==> src/design/rlps_pkg.sv <==
package rlps_pkg;

  // Data bits per pixel and the width of the bit counter that holds them
  localparam int unsigned DATA_BITS = 24;
  localparam int unsigned CNT_W     = $clog2(DATA_BITS + 1);

  // Queue between front and back; depth must be a power of two
  localparam int unsigned QDEPTH = 2;
  localparam int unsigned QPTR_W = $clog2(QDEPTH);
  localparam int unsigned QCNT_W = $clog2(QDEPTH + 1);

  typedef enum logic [1:0] {
    SYM_ZERO  = 2'd0,
    SYM_ONE   = 2'd1,
    SYM_RESET = 2'd2
  } sym_t;

  typedef enum logic [1:0] {
    BK_IDLE,
    BK_START,
    BK_DATA,
    BK_END
  } bk_state_t;

  // Scaled pixel in line order plus its framing flags
  typedef struct packed {
    logic [DATA_BITS-1:0] grb;
    logic                 frame_start;
    logic                 frame_end;
  } pix_t;

  // Handshake between queue and back end
  typedef struct packed {
    logic valid;
    logic take;
  } q_hs_t;

endpackage

==> src/design/rlps_front.sv <==
module rlps_front (
  input  logic            clk,
  input  logic            rst_n,
  input  logic            push,
  output logic            full,
  input  logic [7:0]      in_green,
  input  logic [7:0]      in_red,
  input  logic [7:0]      in_blue,
  input  logic [7:0]      in_brightness,
  input  logic            in_frame_start,
  input  logic            in_frame_end,
  output logic            q_push,
  input  logic            q_full,
  output rlps_pkg::pix_t  q_wdata
);

  logic           valid_r, valid_nxt;
  rlps_pkg::pix_t pix_r, pix_nxt;
  logic           load;
  logic [15:0]    g_prod, r_prod, b_prod;

  assign g_prod = 16'(in_green) * 16'(in_brightness);
  assign r_prod = 16'(in_red)   * 16'(in_brightness);
  assign b_prod = 16'(in_blue)  * 16'(in_brightness);

  assign full   = valid_r && q_full;
  assign load   = push && !full;
  assign q_push = valid_r && !q_full;
  assign q_wdata = pix_r;

  always_comb begin
    valid_nxt = valid_r;
    pix_nxt   = pix_r;
    if (q_push) begin
      valid_nxt = 1'b0;
    end
    if (load) begin
      valid_nxt           = 1'b1;
      pix_nxt.grb         = {g_prod[15:8], r_prod[15:8], b_prod[15:8]};
      pix_nxt.frame_start = in_frame_start;
      pix_nxt.frame_end   = in_frame_end;
    end
  end

  always_ff @(posedge clk) begin
    if (!rst_n) begin
      valid_r <= 1'b0;
    end else begin
      valid_r <= valid_nxt;
    end
    pix_r <= pix_nxt;
  end

endmodule

==> src/design/rlps_queue.sv <==
module rlps_queue (
  input  logic            clk,
  input  logic            rst_n,
  input  logic            q_push,
  output logic            q_full,
  input  rlps_pkg::pix_t  q_wdata,
  output rlps_pkg::q_hs_t q_hs_out,
  input  logic            q_take,
  output rlps_pkg::pix_t  q_rdata
);

  rlps_pkg::pix_t                  mem [rlps_pkg::QDEPTH];
  logic [rlps_pkg::QPTR_W-1:0]     wr_ptr_r, rd_ptr_r;
  logic [rlps_pkg::QCNT_W-1:0]     cnt_r, cnt_nxt;
  logic                            do_push, do_pop;

  assign q_full  = (cnt_r == rlps_pkg::QCNT_W'(rlps_pkg::QDEPTH));
  assign do_push = q_push && !q_full;
  assign do_pop  = q_take && (cnt_r != '0);

  assign q_hs_out.valid = (cnt_r != '0);
  assign q_hs_out.take  = do_pop;
  assign q_rdata        = mem[rd_ptr_r];

  always_comb begin
    cnt_nxt = cnt_r;
    case ({do_push, do_pop})
      2'b10:   cnt_nxt = cnt_r + 1'b1;
      2'b01:   cnt_nxt = cnt_r - 1'b1;
      default: cnt_nxt = cnt_r;
    endcase
  end

  always_ff @(posedge clk) begin
    if (!rst_n) begin
      wr_ptr_r <= '0;
      rd_ptr_r <= '0;
      cnt_r    <= '0;
    end else begin
      if (do_push) begin
        wr_ptr_r <= wr_ptr_r + 1'b1;
      end
      if (do_pop) begin
        rd_ptr_r <= rd_ptr_r + 1'b1;
      end
      cnt_r <= cnt_nxt;
    end
  end

  always_ff @(posedge clk) begin
    if (do_push) begin
      mem[wr_ptr_r] <= q_wdata;
    end
  end

endmodule

==> src/design/rlps_back.sv <==
module rlps_back (
  input  logic           clk,
  input  logic           rst_n,
  input  logic           q_valid,
  output logic           q_take,
  input  rlps_pkg::pix_t q_rdata,
  output logic           empty,
  input  logic           pop,
  output logic [1:0]     out_symbol,
  output logic           out_last
);

  rlps_pkg::bk_state_t              state_r, state_nxt;
  logic [rlps_pkg::DATA_BITS-1:0]   shift_r, shift_nxt;
  logic [rlps_pkg::CNT_W-1:0]       cnt_r, cnt_nxt;
  logic                             end_r, end_nxt;
  logic                             ovalid_r, ovalid_nxt;
  rlps_pkg::sym_t                   osym_r, osym_nxt;
  logic                             olast_r, olast_nxt;

  logic           adv;
  logic           emit;
  logic           finish;
  rlps_pkg::sym_t sym;
  logic           last;

  assign adv        = !ovalid_r || pop;
  assign empty      = !ovalid_r;
  assign out_symbol = osym_r;
  assign out_last   = olast_r;

  always_comb begin
    state_nxt  = state_r;
    shift_nxt  = shift_r;
    cnt_nxt    = cnt_r;
    end_nxt    = end_r;
    emit       = 1'b0;
    finish     = 1'b0;
    sym        = rlps_pkg::SYM_ZERO;
    last       = 1'b0;
    q_take     = 1'b0;

    case (state_r)
      rlps_pkg::BK_IDLE: begin
        finish = 1'b1;
      end
      rlps_pkg::BK_START: begin
        emit = 1'b1;
        sym  = rlps_pkg::SYM_RESET;
        if (adv) begin
          state_nxt = rlps_pkg::BK_DATA;
        end
      end
      rlps_pkg::BK_DATA: begin
        emit = 1'b1;
        sym  = shift_r[rlps_pkg::DATA_BITS-1] ? rlps_pkg::SYM_ONE : rlps_pkg::SYM_ZERO;
        last = (cnt_r == rlps_pkg::CNT_W'(1)) && !end_r;
        if (adv) begin
          shift_nxt = {shift_r[rlps_pkg::DATA_BITS-2:0], 1'b0};
          cnt_nxt   = cnt_r - 1'b1;
          if (cnt_r == rlps_pkg::CNT_W'(1)) begin
            if (end_r) begin
              state_nxt = rlps_pkg::BK_END;
            end else begin
              finish    = 1'b1;
              state_nxt = rlps_pkg::BK_IDLE;
            end
          end
        end
      end
      rlps_pkg::BK_END: begin
        emit = 1'b1;
        sym  = rlps_pkg::SYM_RESET;
        last = 1'b1;
        if (adv) begin
          finish    = 1'b1;
          state_nxt = rlps_pkg::BK_IDLE;
        end
      end
      default: begin
        state_nxt = rlps_pkg::BK_IDLE;
      end
    endcase

    // Load the next pixel while idle, or in the cycle the current one sends its final symbol
    if (finish && q_valid) begin
      q_take    = 1'b1;
      shift_nxt = q_rdata.grb;
      cnt_nxt   = rlps_pkg::CNT_W'(rlps_pkg::DATA_BITS);
      end_nxt   = q_rdata.frame_end;
      state_nxt = q_rdata.frame_start ? rlps_pkg::BK_START : rlps_pkg::BK_DATA;
    end
  end

  always_comb begin
    ovalid_nxt = ovalid_r;
    osym_nxt   = osym_r;
    olast_nxt  = olast_r;
    if (adv) begin
      ovalid_nxt = emit;
      osym_nxt   = sym;
      olast_nxt  = last;
    end
  end

  always_ff @(posedge clk) begin
    if (!rst_n) begin
      state_r  <= rlps_pkg::BK_IDLE;
      cnt_r    <= '0;
      end_r    <= 1'b0;
      ovalid_r <= 1'b0;
    end else begin
      state_r  <= state_nxt;
      cnt_r    <= cnt_nxt;
      end_r    <= end_nxt;
      ovalid_r <= ovalid_nxt;
    end
    shift_r <= shift_nxt;
    osym_r  <= osym_nxt;
    olast_r <= olast_nxt;
  end

endmodule

==> src/design/rgb_led_pixel_serializer.sv <==
// Pixel-to-line-symbol serializer for GRB addressable LEDs. Each pushed pixel is
// scaled by its brightness ((colour*brightness)>>8), then sent as 24 bit symbols,
// green, red, blue, MSB first, with a reset symbol before it if frame_start and
// after it if frame_end; out_last marks the pixel's final symbol. The back-end
// shifter sends one symbol per cycle while pop keeps the output moving; pixels
// follow with no gap when the queue already holds the next. A pixel passes the
// scaling register, the two-entry queue, the state/shift and output registers
// before its first symbol shows. Symbol word timing belongs to the line stage.
module rgb_led_pixel_serializer (
  input  logic       clk,
  input  logic       rst_n,
  input  logic       push,
  output logic       full,
  input  logic [7:0] in_green,
  input  logic [7:0] in_red,
  input  logic [7:0] in_blue,
  input  logic [7:0] in_brightness,
  input  logic       in_frame_start,
  input  logic       in_frame_end,
  output logic       empty,
  input  logic       pop,
  output logic [1:0] out_symbol,
  output logic       out_last
);

  logic            q_push;
  logic            q_full;
  rlps_pkg::pix_t  q_wdata;
  rlps_pkg::pix_t  q_rdata;
  rlps_pkg::q_hs_t q_hs;
  logic            q_take;

  rlps_front u_front (
    .clk            (clk),
    .rst_n          (rst_n),
    .push           (push),
    .full           (full),
    .in_green       (in_green),
    .in_red         (in_red),
    .in_blue        (in_blue),
    .in_brightness  (in_brightness),
    .in_frame_start (in_frame_start),
    .in_frame_end   (in_frame_end),
    .q_push         (q_push),
    .q_full         (q_full),
    .q_wdata        (q_wdata)
  );

  rlps_queue u_queue (
    .clk      (clk),
    .rst_n    (rst_n),
    .q_push   (q_push),
    .q_full   (q_full),
    .q_wdata  (q_wdata),
    .q_hs_out (q_hs),
    .q_take   (q_take),
    .q_rdata  (q_rdata)
  );

  rlps_back u_back (
    .clk        (clk),
    .rst_n      (rst_n),
    .q_valid    (q_hs.valid),
    .q_take     (q_take),
    .q_rdata    (q_rdata),
    .empty      (empty),
    .pop        (pop),
    .out_symbol (out_symbol),
    .out_last   (out_last)
  );

  a_take_needs_word: assert property (@(posedge clk) disable iff (!rst_n)
    q_take |-> q_hs.valid)
    else $error("back end took a word from an empty queue");

  a_push_needs_room: assert property (@(posedge clk) disable iff (!rst_n)
    q_push |-> !q_full)
    else $error("front end pushed into a full queue");

  a_data_after_start: assert property (@(posedge clk) disable iff (!rst_n)
    (!empty && pop && out_symbol == rlps_pkg::SYM_RESET && !out_last) |=> !empty)
    else $error("leading reset symbol not followed by a data bit");

endmodule
==> config.mk <==
export PLATFORM = sky130hd
export DESIGN_NAME = rgb_led_pixel_serializer
export DESIGN_NICKNAME = d
export VERILOG_FILES = /design/src/design/rlps_pkg.sv /design/src/design/rlps_front.sv /design/src/design/rlps_queue.sv /design/src/design/rlps_back.sv /design/src/design/rgb_led_pixel_serializer.sv
export SDC_FILE = /design/constraint.sdc
export NUM_CORES = 1
export LEC_CHECK = 0
export BUFFER_PORTS_ARGS = -buffer_cell sky130_fd_sc_hd__buf_4
export CAP_MARGIN = 15
export CORE_ASPECT_RATIO = 1.4
export CORE_MARGIN = 3
export CORE_UTILIZATION = 69
export CTS_CLUSTER_DIAMETER = 80
export DETAILED_ROUTE_END_ITERATION = 8
export PLACE_DENSITY_LB_ADDON = 0.12
export SLEW_MARGIN = 5
export SYNTH_ARGS = -nofsm -noshare
export SYNTH_HDL_FRONTEND = slang
export SYNTH_SLANG_ARGS = --single-unit
==> constraint.sdc <==
create_clock -name clk -period 10.2 [get_ports clk]
set_input_delay 1.02 -clock clk [delete_from_list [all_inputs] [get_ports clk]]
set_output_delay 1.02 -clock clk [all_outputs]
set_load 0.02 [all_outputs]
# After elaboration in Yosys (flattened, before gate mapping)
# Memories as Yosys holds them, arrays and structs flattened. A register that Yosys moved wholly into a read port is not among the register bits.
# Cells that the tools add are included.
# op_classes
add_sub_neg	5
multipliers	3
eq_ne	11
mux	31
bitwise	1
n_reduce_logical	25
# op_table
operator	n
two-way mux 24 bit	3
multiplier 8 x 8 -> 16 bit	3
two-way mux 5 bit	3
two-way mux 2 bit	7
two-way mux 1 bit	13
inequality test 3 x 1 -> 1 bit, second input constant	4
nonzero test 2 bit	5
equality test 2 bit, second input constant	4
one-hot mux 2 bit (2 select lines)	2
logical AND 1 bit	7
one-hot mux 2 bit (3 select lines)	1
equality test 5 x 1 -> 1 bit, second input constant	1
AND reduction 5 bit	1
subtractor 5 x 1 -> 5 bit, second input constant	1
equality test 2 x 1 -> 1 bit, second input constant	2
zero test 1 bit	4
AND reduction 2 bit	2
nonzero test 4 bit	1
OR reduction 2 bit	2
one-hot mux 1 bit (3 select lines)	1
OR reduction 3 bit	1
adder 1 bit, second input constant	2
adder 2 x 1 -> 2 bit, second input constant	1
zero test 2 bit	1
other kinds (4)	4
# word_totals
reg_bits	67
ram_bits	52
input_bits	38
out_inout_bits	5
wordCells	92
mem_count	1
# mem_list
name	depth	width	read_ports	rd_ports_with_merged_regs	wr	line_no	text
u_queue.mem	2	26	1	1	1	rlps_queue.sv:12	rlps_pkg::pix_t mem [rlps_pkg::QDEPTH];

# Logic depth before layout (Yosys ltp)
# depth
depth_word	9
depth_mapped	16

# Cells and area by module
# A second synthesis with hierarchy kept.
# hier_totals
hier_cells	919
area_unflattened_um2	10527.6
# modules_own_cells
mod	instances	cells_each	area_each_um2
rlps_front	1	690	6635.1
rlps_queue	1	108	2115.8
rlps_back	1	121	1776.7

# Least setup slack after synthesis
# OpenSTA, ideal clock, no wires.
# synth_timing
path_kind	input-to-reg
start	in in_brightness[7]
end	reg u_front.pix_r (netlist bit u_front.q_wdata[7]), data pin
setup_time_ns	0.273
arrival_ns	4.917
setup_slack_ns	5.009
path_stages	15
n_path_buf	1
path_cell_list	clkbuf_1 > nand2_1 > fa_1 > fa_1 > inv_1 > fa_1 > inv_1 > fa_1 > inv_1 > ha_1 > a21o_1 > a21oi_1 > o21ai_1 > a221oi_1 > a211oi_1
# synth_between
elab_chain_cells	1
# synth_lines
item	line_no	text
from (decl)	rgb_led_pixel_serializer.sv:17	input logic [7:0] in_brightness,
multiplier 8 x 8 -> 16 bit	rlps_front.sv:24	assign b_prod = 16'(in_blue) * 16'(in_brightness);
via u_front.b_prod[13]	rlps_front.sv:20	logic [15:0] g_prod, r_prod, b_prod;
to (signal assigned)	rlps_front.sv:51	pix_r <= pix_nxt;
to (decl)	rlps_front.sv:18	rlps_pkg::pix_t pix_r, pix_nxt;
# The timed path passes the listed nets, and every way through them passes these cells.
# A chain may end at the register's enable or synchronous reset.

# Final worst setup path
# layout_timing
start	in in_brightness[6]
end	reg u_front.pix_r (netlist bit u_front.q_wdata[7]), data pin
# The elaborated chain is that of the path after synthesis.

==> summary.txt <==
Worst setup path
  – Startpoint Class: input pin
  – Reg2Reg Setup Slack: 7.62 ns
  – Critical Path Stages: 15
  – Family with the most delay on the worst path: adder cells
  – Max incr delay on CP: 0.56 ns
  – Critical path type: input pin to flip-flop
  – WP buf/inv: 4
  – CP arrival: 5.26 ns
  – Most Frequent Cell on Critical Path: fa_1
  – Crit. End Element: flip-flop
  – Crit-path max FO: 24
  – Cell depth of the worst flop-to-flop path: 10
  – Slowest-stage cell, CP: a221oi_1
  – Critical path required time: 10.33 ns
  – Worst path cell trace: buf_4 -> nand2_1 -> fa_1 -> fa_1 -> inv_1 -> fa_1 -> inv_1 -> fa_1 -> inv_1 -> ha_1 -> a21o_1 -> a21oi_1 -> o21ai_1 -> a221oi_1 -> a211oi_1

STA
  – Post-route clock period utilization: 50.2%
  – RSZ-0062 raised after global routing: false
  – Endpoints failing setup: 0
  – Hold Fails Final Rpt: 0
  – FMAX: 195 MHz
  – Final max-slew violation count: 0
  – Worst slew pin tran: 0.689 ns
  – Setup_tns: 0 ns
  – Clock skew: 0.0102 ns
  – Worst slew margin: 53.7%
  – Min cycle time layout: 5.12 ns

Route
  – Remaining DRCs: 0
  – Initial DRC Count: 386
  – Vias post-DR: 6,828
  – DRT Pass-1 Iters: 5
  – Routed WL: 20,300 um
  – Number of routed nets with antenna violations: 0
  – Avg WL per Cell: 17.4 um
  – Vias per inst: 5.85

Die
  – DIE AREA: 16,800 sq um
  – Ports: 43
  – DIE HEIGHT: 152 um
  – Row cnt: 52
  – DIE WIDTH: 110 um
  – Initial core utilization: 71.6%
  – Core area: 14,700 sq um

Worst hold path
  – HP Class: flip-flop to flip-flop
  – Hold depth: 0

Logic synthesis
  – Largest family of logic cells by synthesized area: adder cells
  – Part of the Yosys area used for sequential elements: 32.8%
  – Synth Area in XOR/XNOR: 2.08%
  – Area leader, netlist: edfxtp_1
  – Syn_area_per_cell: 11.4 sq um
  – Post-synthesis register bit count: 120
  – Multiplexer area fraction after synthesis: 6.20%
  – Compound-cell area share of the yosys netlist: 5.75%
  – Main synth FF type: edfxtp_1
  – Area share of and/or/nand/nor cells after synthesis: 15.0%
  – Cell variety after synth: 62
  – Ys async rst share: 0%
  – Area share of the largest cell type after synthesis: 29.9%
  – Yosys warnings: 0
  – Mapped cell area: 10,500 sq um
  – Syn_nets: 1,172
  – Cells after Synth: 927
  – Area contributors post-synth: edfxtp_1 30%, fa_1 20%, ha_1 12%, and2_1 8.8%, inv_1 4.5%
  – Number of synthesized flops with an enable pin: 105
  – Post-synthesis adder-cell area fraction: 32.1%

Clock network
  – Post_cts resized: 0
  – CTS Buf Count: 17
  – Buffer depth of the longest clock path: 2
  – H-tree depth: 4
  – CTS tree: done
  – Buffer count from post-CTS setup fixing: 0
  – Worst-skew pair later-pin latency: 0.41 ns
  – Post-CTS Hold Fix Bufs: 0
  – CTS clk-pin slew, worst paths: 0.06 ns
  – CTS Sinks: 120
  – CTS Root Cell: clkbuf_16

Finish
  – Final nets: 1,210
  – Fillers: 928
  – Layout area overhead: 9.82%
  – Share of layout cells above drive strength 1: 14.7%
  – Diodes inserted: 0
  – Final Instance Area: 11,600 sq um
  – Seq. cell area: 3450 sq um
  – Multi-input logic area: 6450 sq um

GRT
  – Largest net degree at the start of global routing: 28
  – Final global-route overflow total: 0
  – Initial antenna violation count: 0
  – First-pass GRT wire length: 35,200 um
  – GRT Util Overall: 25.4%
  – Number of global-route vias before repair: 7,561

Placed design
  – Post-DP Area: 11,000 sq um
  – Gpl congestion: 0.904
  – # port buffers: 42
  – Post-DP HPWL: 15,100 um

Job
  – Max_cap viols: 0

Power and ir drop
  – Pwr/cell area: 240 nW/um^2
  – Leak: 5.24 nW
  – Maximum vdd drop: 0.194 mV

Status
  – Status: finished, final reports clean
[cells in the mapped netlist, drive strengths merged (3+ instances only)]
| master | n |
|---|---|
| a211oi | 7 |
| a21boi | 4 |
| a21o | 7 |
| a21oi | 20 |
| a31oi | 4 |
| and2 | 148 |
| and3 | 7 |
| buf | 7 |
| clkbuf | 21 |
| dfxtp | 15 |
| edfxtp | 105 |
| fa | 105 |
| ha | 102 |
| inv | 128 |
| mux2 | 47 |
| mux2i | 6 |
| nand2 | 64 |
| nand2b | 5 |
| nand3 | 10 |
| nand4 | 5 |
| nor2 | 18 |
| nor3 | 12 |
| o21a | 6 |
| o21ai | 9 |
| o21bai | 3 |
| o31ai | 3 |
| xnor2 | 15 |
| xor2 | 10 |
[registers in the layout, summed over array words and instances, names as in the netlist, named ones only]
signal             cells
u_back.end_r           1
u_front.q_wdata       26
u_back.out_last        1
u_front.valid_r        1
u_back.cnt_r           5
u_queue.rd_ptr_r       1
u_back.out_symbol      2
u_back.ovalid_r        1
u_back.shift_r        24
u_queue.cnt_r          2
u_queue.mem           52
u_back.state_r         2
u_queue.wr_ptr_r       1
[report_power, final]
group	total (mW)	switching [mW]	internal (mW)
clock network	0.583	0.219	0.364
registers	0.890	0.0841	0.806
logic	1.31	0.709	0.598
[per-layer routing]
metal  vias up  GRT usage, %  share of wire, %
met2       204          46.8                55
met3        39          4.13               3.5
met1      3414          30.1                40
met5         -             0                 0
li1       3171             -                 -
met4         0          8.33               1.7
[stage by stage]
stage	instances	worst slack (ns)	util [%]	total power, mW	hold slack (ns)
3_5_place_dp	1135	4.73	74.7	2.18	0.430
3_3_place_gp	1135	4.89	74.7	2.10	0.422
5_1_grt	1167	4.88	78.7	2.99	0.449
2_1_floorplan	927	5.01	-	1.91	0.421
6_report	1167	5.08	78.7	2.78	0.443
4_1_cts	1167	5.09	78.7	2.80	0.442
[cells by family (layout without fill, tap and decap cells)]
kind of cell             Yosys count  after routing
AO/OA/AOI/OAI                     84             84
XOR/XNOR                          25             25
adder cells (fa/ha/maj)          207            207
buffers and inverters            156            207
flip-flops                       120            120
multiplexers                      53             53
AND/OR/NAND/NOR                  282            282
[worst paths after layout]
path | endpoint | start
setup / recovery | u_front.q_wdata[7] | in_brightness[6]
setup reg to reg | u_queue.cnt_r[1] | u_back.cnt_r[1]
hold reg to reg | u_queue.mem[1][12] | u_front.q_wdata[12]
hold / removal | u_queue.mem[1][12] | u_front.q_wdata[12]
[cell usage in the layout, fill, tap and decap left out, drive strengths merged, types with 7 or more instances in the layout]
cell	netlist	layout
mux2	47	47
xor2	10	10
buf	7	47
nor3	12	12
nand3	10	10
and2	148	148
dfxtp	15	15
a21oi	20	20
a21o	7	7
edfxtp	105	105
clkbuf	21	17
nor2	18	18
nand2	64	64
xnor2	15	15
o21ai	9	9
inv	128	135
and3	7	7
fa	105	105
a211oi	7	7
ha	102	102
[layout make-up]
type | count | share of cell area, %
Clock buffer | 17 | 3.68
Clock inverter | 15 | 1.43
Inverter | 128 | 4.22
Multi-Input combinational cell | 651 | 55.7
Sequential cell | 120 | 29.9
Tap cell | 189 | 2.04
Timing Repair Buffer | 47 | 3.05
Note: power is estimated with default switching activity, not from simulation.
